File: src/hw/rtl/tnfs_pkg.sv
`timescale 1ns / 1ps

package tnfs_pkg;

    localparam int FREQ_BITS        = 32;
    localparam int CFG_BITS         = 5;
    localparam int MAX_TOP_DEFAULT  = 16;
    localparam int KEY_BITS_DEFAULT = 62;

    localparam logic [CFG_BITS-1:0] TOP_COUNT_RESET = CFG_BITS'(16);

    // Broadcast to every cell of the chain
    typedef struct packed {
        logic                 ins;   // insert the offered pair
        logic                 pop;   // shift the list one place towards the head
        logic [FREQ_BITS-1:0] freq;  // frequency of the offered pair
    } cell_ctrl_t;

endpackage

File: src/hw/rtl/tnfs_cell.sv
`timescale 1ns / 1ps

module tnfs_cell #(
    parameter int KEY_BITS = tnfs_pkg::KEY_BITS_DEFAULT
) (
    input  logic                           aclk,
    input  logic                           aresetn,
    input  tnfs_pkg::cell_ctrl_t           ctrl,
    input  logic [KEY_BITS-1:0]            new_key,
    input  logic                           in_range,
    input  logic                           prev_ge,
    input  logic                           prev_valid,
    input  logic [KEY_BITS-1:0]            prev_key,
    input  logic [tnfs_pkg::FREQ_BITS-1:0] prev_freq,
    input  logic                           next_valid,
    input  logic [KEY_BITS-1:0]            next_key,
    input  logic [tnfs_pkg::FREQ_BITS-1:0] next_freq,
    output logic                           ge,
    output logic                           valid,
    output logic [KEY_BITS-1:0]            key,
    output logic [tnfs_pkg::FREQ_BITS-1:0] freq
);

    logic                           valid_reg, valid_next;
    logic [KEY_BITS-1:0]            key_reg, key_next;
    logic [tnfs_pkg::FREQ_BITS-1:0] freq_reg, freq_next;

    // equal frequency stays ahead of the newcomer
    assign ge = valid_reg && (freq_reg >= ctrl.freq);

    always_comb begin
        valid_next = valid_reg;
        key_next   = key_reg;
        freq_next  = freq_reg;
        if (ctrl.ins) begin
            if (!in_range) begin
                valid_next = 1'b0;
            end else if (!ge) begin
                if (prev_ge) begin
                    valid_next = 1'b1;
                    key_next   = new_key;
                    freq_next  = ctrl.freq;
                end else begin
                    valid_next = prev_valid;
                    key_next   = prev_key;
                    freq_next  = prev_freq;
                end
            end
        end else if (ctrl.pop) begin
            valid_next = next_valid;
            key_next   = next_key;
            freq_next  = next_freq;
        end
    end

    always_ff @(posedge aclk) begin
        if (!aresetn) begin
            valid_reg <= 1'b0;
        end else begin
            valid_reg <= valid_next;
        end
        key_reg  <= key_next;
        freq_reg <= freq_next;
    end

    assign valid = valid_reg;
    assign key   = key_reg;
    assign freq  = freq_reg;

endmodule

File: src/hw/rtl/top_n_frequency_selector.sv
`timescale 1ns / 1ps
// A pair enters the sorted cell chain at the edge it is accepted; the first result
// is valid in the cycle after the last pair has been accepted.
// One pair per cycle while collecting; the chain compares all cells in parallel.
// After a last pair, the kept list drains one result per cycle while m_tready is high, from the head cell;
// no input is taken until the cycle after the final result has been transferred.
// Reset (synchronous, aresetn low): chain emptied, top_count back to 16.

module top_n_frequency_selector #(
    parameter int  MAX_TOP  = tnfs_pkg::MAX_TOP_DEFAULT,
    parameter int  KEY_BITS = tnfs_pkg::KEY_BITS_DEFAULT,
    localparam int TDATA_W  = ((KEY_BITS + tnfs_pkg::FREQ_BITS + 7) / 8) * 8
) (
    input  logic                          aclk,
    input  logic                          aresetn,
    input  logic                          cfg_valid,
    output logic                          cfg_ready,
    input  logic [tnfs_pkg::CFG_BITS-1:0] cfg_data,   // top_count
    input  logic                          s_tvalid,
    output logic                          s_tready,
    input  logic [TDATA_W-1:0]            s_tdata,    // kmer_key, frequency, zero pad
    input  logic                          s_tlast,    // last_pair
    output logic                          m_tvalid,
    input  logic                          m_tready,
    output logic [TDATA_W-1:0]            m_tdata,    // top_key, top_frequency, zero pad
    output logic                          m_tlast     // final_entry
);

    localparam int SLOTS   = MAX_TOP + 2;

    logic [tnfs_pkg::CFG_BITS-1:0] top_count_reg;
    logic                          drain_reg, drain_next;
    tnfs_pkg::cell_ctrl_t          ctrl;

    // slot 0 is the head sentinel, slot i+1 is cell i, the last slot the tail sentinel
    logic                           ge_s    [SLOTS];
    logic                           valid_s [SLOTS];
    logic [KEY_BITS-1:0]            key_s   [SLOTS];
    logic [tnfs_pkg::FREQ_BITS-1:0] freq_s  [SLOTS];

    assign cfg_ready = 1'b1;

    always_ff @(posedge aclk) begin
        if (!aresetn) begin
            top_count_reg <= tnfs_pkg::TOP_COUNT_RESET;
        end else if (cfg_valid && cfg_ready) begin
            top_count_reg <= cfg_data;
        end
    end

    assign s_tready  = !drain_reg;
    assign m_tvalid  = drain_reg && valid_s[1];
    assign ctrl.ins  = s_tvalid && s_tready;
    assign ctrl.pop  = m_tvalid && m_tready;
    assign ctrl.freq = s_tdata[KEY_BITS +: tnfs_pkg::FREQ_BITS];

    always_comb begin
        drain_next = drain_reg;
        if (ctrl.ins && s_tlast) begin
            drain_next = 1'b1;
        end else if (ctrl.pop && !valid_s[2]) begin
            drain_next = 1'b0;
        end
    end

    always_ff @(posedge aclk) begin
        if (!aresetn) begin
            drain_reg <= 1'b0;
        end else begin
            drain_reg <= drain_next;
        end
    end

    assign ge_s[0]          = 1'b1;
    assign valid_s[0]       = 1'b0;
    assign key_s[0]         = '0;
    assign freq_s[0]        = '0;
    assign ge_s[SLOTS-1]    = 1'b0;
    assign valid_s[SLOTS-1] = 1'b0;
    assign key_s[SLOTS-1]   = '0;
    assign freq_s[SLOTS-1]  = '0;

    for (genvar i = 0; i < MAX_TOP; i++) begin : g_cell
        logic in_range;

        // a top_count of zero keeps one entry
        assign in_range = (i == 0) ||
                          ({{(32 - tnfs_pkg::CFG_BITS){1'b0}}, top_count_reg} > 32'(i));

        tnfs_cell #(
            .KEY_BITS (KEY_BITS)
        ) u_cell (
            .aclk       (aclk),
            .aresetn    (aresetn),
            .ctrl       (ctrl),
            .new_key    (s_tdata[KEY_BITS-1:0]),
            .in_range   (in_range),
            .prev_ge    (ge_s[i]),
            .prev_valid (valid_s[i]),
            .prev_key   (key_s[i]),
            .prev_freq  (freq_s[i]),
            .next_valid (valid_s[i+2]),
            .next_key   (key_s[i+2]),
            .next_freq  (freq_s[i+2]),
            .ge         (ge_s[i+1]),
            .valid      (valid_s[i+1]),
            .key        (key_s[i+1]),
            .freq       (freq_s[i+1])
        );
    end

    always_comb begin
        m_tdata                                   = '0;
        m_tdata[KEY_BITS-1:0]                     = key_s[1];
        m_tdata[KEY_BITS +: tnfs_pkg::FREQ_BITS]  = freq_s[1];
    end

    assign m_tlast = !valid_s[2];

endmodule

File: config.mk
export PLATFORM = sky130hd
export DESIGN_NAME = top_n_frequency_selector
export DESIGN_NICKNAME = d
export VERILOG_FILES = /design/src/hw/rtl/tnfs_pkg.sv /design/src/hw/rtl/tnfs_cell.sv /design/src/hw/rtl/top_n_frequency_selector.sv
export SDC_FILE = /design/constraint.sdc
export NUM_CORES = 2
export LEC_CHECK = 0
export BUFFER_PORTS_ARGS = -buffer_cell sky130_fd_sc_hd__buf_4
export CAP_MARGIN = 10
export CORE_ASPECT_RATIO = 1.75
export CORE_MARGIN = 4
export CORE_UTILIZATION = 55
export CTS_BUF_LIST = sky130_fd_sc_hd__clkbuf_8
export DETAILED_ROUTE_END_ITERATION = 7
export PLACE_DENSITY_LB_ADDON = 0.15
export SLEW_MARGIN = 25
export SYNTH_ARGS = -nofsm -noshare
export SYNTH_HDL_FRONTEND = slang
export SYNTH_SLANG_ARGS = --single-unit
File: constraint.sdc
create_clock -name aclk -period 30.4 [get_ports aclk]
set_clock_uncertainty 0.2 [all_clocks]
set_input_delay 3.04 -clock aclk [delete_from_list [all_inputs] [get_ports aclk]]
set_output_delay 3.04 -clock aclk [all_outputs]
set_load 0.05 [all_outputs]
# ---- Word level (Yosys, flattened, before mapping)
# Cells that the tools add are included.
# Widths: inputs -> output; s select.
dict set report op_classes {
  order_cmp 31
  eq_ne 46
  mux 236
  reduce_logical 56
}
# op n
set op_table {}
lappend op_table {{$mux 62} 78}
lappend op_table {{$mux 32} 78}
lappend op_table {{$ge 32x32->1} 16}
lappend op_table {{$mux 1} 80}
lappend op_table {{$ne 3x3->1 const B} 15}
lappend op_table {{$reduce_and 3->1} 15}
lappend op_table {{$gt 5x4->1 const B} 8}
lappend op_table {{$ne 2x2->1 const B} 16}
lappend op_table {{$reduce_and 2->1} 16}
lappend op_table {{$ne 2x1->1 const B} 15}
lappend op_table {{$logic_and 1x1->1} 21}
lappend op_table {{$gt 5x3->1 const B} 4}
lappend op_table {{$gt 5x2->1 const B} 2}
lappend op_table {{$gt 5x1->1 const B} 1}
lappend op_table {{$reduce_bool 2->1} 2}
lappend op_table {{$logic_not 1->1} 2}
dict set report word_totals {
  ff_bits 1526
}

# ---- Longest topological paths before layout
dict set report logic_depth {
  word_depth 6
  depth_mapped 12
  depth_no_buf 9
}

# ---- Hierarchy
# A second synthesis with hierarchy kept.
dict set report hier_totals {
  cells_unflattened 8579
  area_unflattened_um2 90088.9
}
# module instances cells_per_inst area_per_inst_um2 seq_area_each_um2
set by_module_without_submodules {}
lappend by_module_without_submodules {{tnfs_cell at g_cell[0].u_cell ...} 11 532 5594.1 2842.7}
lappend by_module_without_submodules {{tnfs_cell at g_cell[6].u_cell ...} 4 534 5615.4 2842.7}
lappend by_module_without_submodules {{tnfs_cell at g_cell[13].u_cell} 1 534 5660.4 2842.7}
lappend by_module_without_submodules {top_n_frequency_selector 1 57 431.7 120.1}

# ---- Worst setup path after synthesis
# No wires, ideal clock.
dict set report synth_timing {
  kind {input to register}
  startpoint {in s_tdata[68]}
  endpoint {reg g_cell[12].u_cell.freq_reg (netlist bit g_cell[12].u_cell.freq[0]) (enable)}
  setup_ps 676
  arrival_time_ps 11689
  required_ps 29524
  path_slack_ps 17834
  stages 11
  path_buffers 3
  path_cell_list {inv_1 ha_1 a21o_1 a211oi_1 o21ai_0 a2111oi_0 o211ai_1 clkbuf_1 buf_6 buf_6 o21ai_0}
}
dict set report synth_via {
  elab_chain_cells 4
}
# item line
set synth_rtl {}
lappend synth_rtl {{start: declaration} top_n_frequency_selector.sv:21} ;# input logic [TDATA_W-1:0] s_tdata,
lappend synth_rtl {{$ge 32x32->1} tnfs_cell.sv:29} ;# assign ge = valid_reg && (freq_reg >= ctrl.freq);
lappend synth_rtl {{$logic_and 1x1->1} tnfs_cell.sv:29}
lappend synth_rtl {{$ne 2x2->1 (no line)} --}
lappend synth_rtl {{$reduce_and 3->1 (no line)} --}
lappend synth_rtl {{end signal: assignment} tnfs_cell.sv:63} ;# freq_reg <= freq_next;
lappend synth_rtl {{end: declaration} tnfs_cell.sv:26} ;# logic [tnfs_pkg::FREQ_BITS-1:0] freq_reg, freq_next;
# No other way between the ends.
# A chain may end at the register's enable or synchronous reset.

# ---- Worst setup path in the final report
dict set report layout_timing {
  startpoint {in s_tdata[65]}
  endpoint {reg g_cell[8].u_cell.freq_reg (netlist bit g_cell[8].u_cell.freq[21]) (enable)}
}
dict set report layout_via {
  elab_chain_cells 4
}
# item line
set layout_rtl {}
lappend layout_rtl {{$ge 32x32->1} tnfs_cell.sv:29}
lappend layout_rtl {{$logic_and 1x1->1} tnfs_cell.sv:29}
lappend layout_rtl {{$ne 2x2->1 (no line)} --}
lappend layout_rtl {{$reduce_and 3->1 (no line)} --}
lappend layout_rtl {{end signal: assignment} tnfs_cell.sv:63}
lappend layout_rtl {{end: declaration} tnfs_cell.sv:26}
# No other way between the ends.

==> flow_metrics.tcl <==
set metrics [dict create \
    io_pins 207 \
    largest_reg_flops 992 \
    drive_above_1_share 0.0820 \
    critical_path_cell_count 12 \
    worst-path-buf-inv 4 \
    via_count 70800 \
    syn-cell-area_um2 87200 \
    start_util 0.552 \
    ctsHoldBuffers 0 \
    reg2reg_from "g_cell[8].u_cell.freq[2]$_DFFE_PP_" \
    finalNonFillerCells 10500 \
    first_iter_violations 8009 \
    grt.busiest_layer "met2" \
    drc 0 \
    antenna_found_initial 23 \
    syn_inst 8463 \
    grt_pass1_vias 69400 \
    dp_cells 10100 \
    period_needed_ns 8.46 \
    syn_area_per_cell_um2 10.3 \
    grt_first_pass_wirelength_um 439000 \
    post-dp-hpwl_um 175000 \
    cp-end-kind "flip-flop" \
    cts-htree-levels 4 \
    cpLargestDelayFamily "compound AO/OA/AOI/OAI gates" \
    cts_buffers 232 \
    io_buffers 201 \
    synth_cell_types 66 \
    clk_latency_ns 0.96 \
    use_met1 0.428 \
    holdWs_ns 0.332 \
    p_clk_frac 0.283 \
    die_w_um 309 \
    post_drt_wl_per_cell_um 28.3 \
    rsz0062_at_grt "no" \
    area_growth_pct 7.18 \
    drtPass1Iterations 6 \
    p_seq_frac 0.504 \
    powerDensity_nw_per_um2 60.7 \
    grt-ovfl-total 0 \
    post_cts_buffers 0 \
    finalWirelength_um 297000 \
    clkTransAtPathRegs_ns 0.07 \
    synth-edff-count 1504 \
    n_fill_cell 13600 \
    hold_path.class "reg -> reg" \
    rr_worst_depth 10 \
    ctsResizeCount 0 \
    max_stage_delay_ns 0.92 \
    cpMostUsedCell "buf_4" \
    grtUsageMet3 0.0597 \
    layout_common_cells "1698 x nand2_1, 1504 x edfxtp_1, 1002 x nand3_1" \
    cts_tree "built" \
    final_common_cell "nand2_1" \
    max-cap-violations 0 \
    max_freq_mhz 118 \
    finalHoldViolCount 0 \
    clockBufferDepth 4 \
    grt_util_met2 0.573 \
    finalSetupTns_ns 0 \
    viasPerCell 6.75 \
    slew_headroom 0.191 \
    startpoint_type "input pin" \
    slowest_stage "buf_4" \
    ant_nets 0 \
    yosysSeqAreaShare 0.523 \
    gp_congestion 0.912 \
    grt_max_degree 231 \
    switching_share 0.329 \
    rows 193 \
    p_int_w 0.00381 \
    worst-setup-path-type "in -> reg" \
    cts-root-buf "clkbuf_8" \
    chipHeight_um 535 \
    path_cells "buf_4, inv_1, ha_1, o21ai_0, nor2_1, a211oi_2, o21ai_1, a41oi_4, o211ai_1, nand2_4, buf_4, buf_4" \
    tightest_slew_ns 1.21 \
    coreArea_um2 158000 \
    synth-seq-cells 1526 \
    grt_usage 0.351 \
    ys.flop_type "edfxtp_1" \
    power_frac_comb 0.213 \
    fin_nets 8867 \
    cp.arrival_ns 8.79 \
    reg2reg_slack_ns 24.27 \
    cts_num_sinks 1526 \
    outcome "complete, no violations" \
    cp_max_fo 49 \
    ys_async_sr_fraction 0 \
    die_area_um2 165000 \
    timing.rr.end "g_cell[8].u_cell.freq[21]$_DFFE_PP_" \
    ir_drop_mv 0.0402 \
    setup_violations 0 \
    slew_violations 0 \
    switchingPower_w 0.00187 \
    power_leakage_nw 36.1 \
    critical_path.startpoint "s_tdata[65]" \
    min_period_over_period 0.278 \
    total_power_w 0.00568 \
    yosysWarnings 0 \
    critical_path_required_ns 30.73 \
    crit_end "g_cell[8].u_cell.freq[21]$_DFFE_PP_" \
]
-- worst reg2reg max path, stage by stage, from the launching register on --
cell and delay [ns]:
edfxtp_1 0.49, ha_1 0.34, a211oi_1 0.19, o21ai_0 0.18, a211oi_2 0.74, o21ai_1 0.53
a41oi_4 0.83, o211ai_1 0.28, nand2_4 0.12, buf_4 0.81, buf_4 0.96
-- logic make-up after synthesis --
logic type	Yosys count	synth area share
AND/OR/NAND/NOR	3208	0.160
AO/OA/AOI/OAI	1891	0.147
flip-flops	1526	0.523
buffers and inverters	848	0.0424
adder cells (fa/ha/maj)	512	0.0734
multiplexers	476	0.0546
other	2	0.0000861
-- power groups by stage --
| stage | combinational [W] | clock [W] | sequential (W) |
|---|---|---|---|
| CTS | 0.00119 | 0.00163 | 0.00286 |
| detailed placement | 0.00119 | 0 | 0.00290 |
| finish | 0.00121 | 0.00161 | 0.00286 |
| global route | 0.00131 | 0.00171 | 0.00289 |
| global placement | 0.00115 | 0 | 0.00290 |
| floorplan | 0.000772 | 0 | 0.00288 |
-- cell type report --
cell class | count | area [um2] | share of cell area
clock inverters | 179 | 836 | 0.00894
inverters | 75 | 282 | 0.00301
repair buffers | 323 | 2610 | 0.0279
well taps | 2047 | 2560 | 0.0274
multi-input cells | 6090 | 38400 | 0.410
diodes | 16 | 40.0 | 0.000428
clock buffers | 234 | 3220 | 0.0344
flip-flops and latches | 1526 | 45600 | 0.488
-- stage by stage --
stage | cell area (um2) | setup WS, ns | util
final | 93500 | 21.94 | 0.592
after floorplan | 87200 | 17.83 | -
after detailed placement | 89400 | 21.21 | 0.566
after global placement | 89300 | 20.77 | 0.566
after CTS | 93400 | 22.18 | 0.592
after global routing | 93500 | 21.92 | 0.592
-- how the worst min path moves through the flow --
stage / startpoint / to / slack [ns] / depth (start not counted)
after floorplan: g_cell[7].u_cell.valid$_SDFFE_PN0P_ / g_cell[8].u_cell.valid$_SDFFE_PN0P_ / 0.28 / 2
after global placement: g_cell[1].u_cell.key[31]$_DFFE_PP_ / g_cell[0].u_cell.key[31]$_DFFE_PP_ / 0.33 / 2
after detailed placement: g_cell[1].u_cell.key[28]$_DFFE_PP_ / g_cell[0].u_cell.key[28]$_DFFE_PP_ / 0.33 / 2
after CTS: g_cell[4].u_cell.key[15]$_DFFE_PP_ / g_cell[3].u_cell.key[15]$_DFFE_PP_ / 0.34 / 2
after global routing: g_cell[1].u_cell.key[47]$_DFFE_PP_ / g_cell[0].u_cell.key[47]$_DFFE_PP_ / 0.37 / 2
final: g_cell[1].u_cell.key[38]$_DFFE_PP_ / g_cell[0].u_cell.key[38]$_DFFE_PP_ / 0.33 / 2
-- cell usage after synthesis (all sizes together) (9+ instances only) --
library cell / instances / area (um2)
clkbuf: 547 / 2050
mux2i: 475 / 4750
a211o: 96 / 841
nand2: 1712 / 6430
dfxtp: 22 / 440
o221ai: 17 / 149
a31oi: 13 / 87.6
nor2b: 14 / 87.6
o21a: 14 / 105
o211ai: 944 / 7090
a21oi: 371 / 1860
inv: 75 / 282
nand2b: 11 / 68.8
and4: 23 / 201
edfxtp: 1504 / 45200
a21o: 39 / 293
a211oi: 20 / 150
a21boi: 9 / 67.6
ha: 512 / 6410
a221oi: 11 / 96.3
nand3: 1002 / 5010
nor3: 16 / 80.1
and2: 10 / 62.6
o21ai: 293 / 1470
nor2: 248 / 931
a221o: 13 / 130
buf: 226 / 1370
nand4: 56 / 350
or2: 95 / 594
-- routing by layer --
layer | wire, um | vias to the layer above | part of all wire
met5 | 106 | - | 0.00036
met4 | 22400 | 14 | 0.075
met3 | 26300 | 959 | 0.089
met2 | 141000 | 3791 | 0.48
met1 | 107000 | 34700 | 0.36
li1 | - | 31400 | -
No activity file was read; power rests on OpenSTA's default activity.
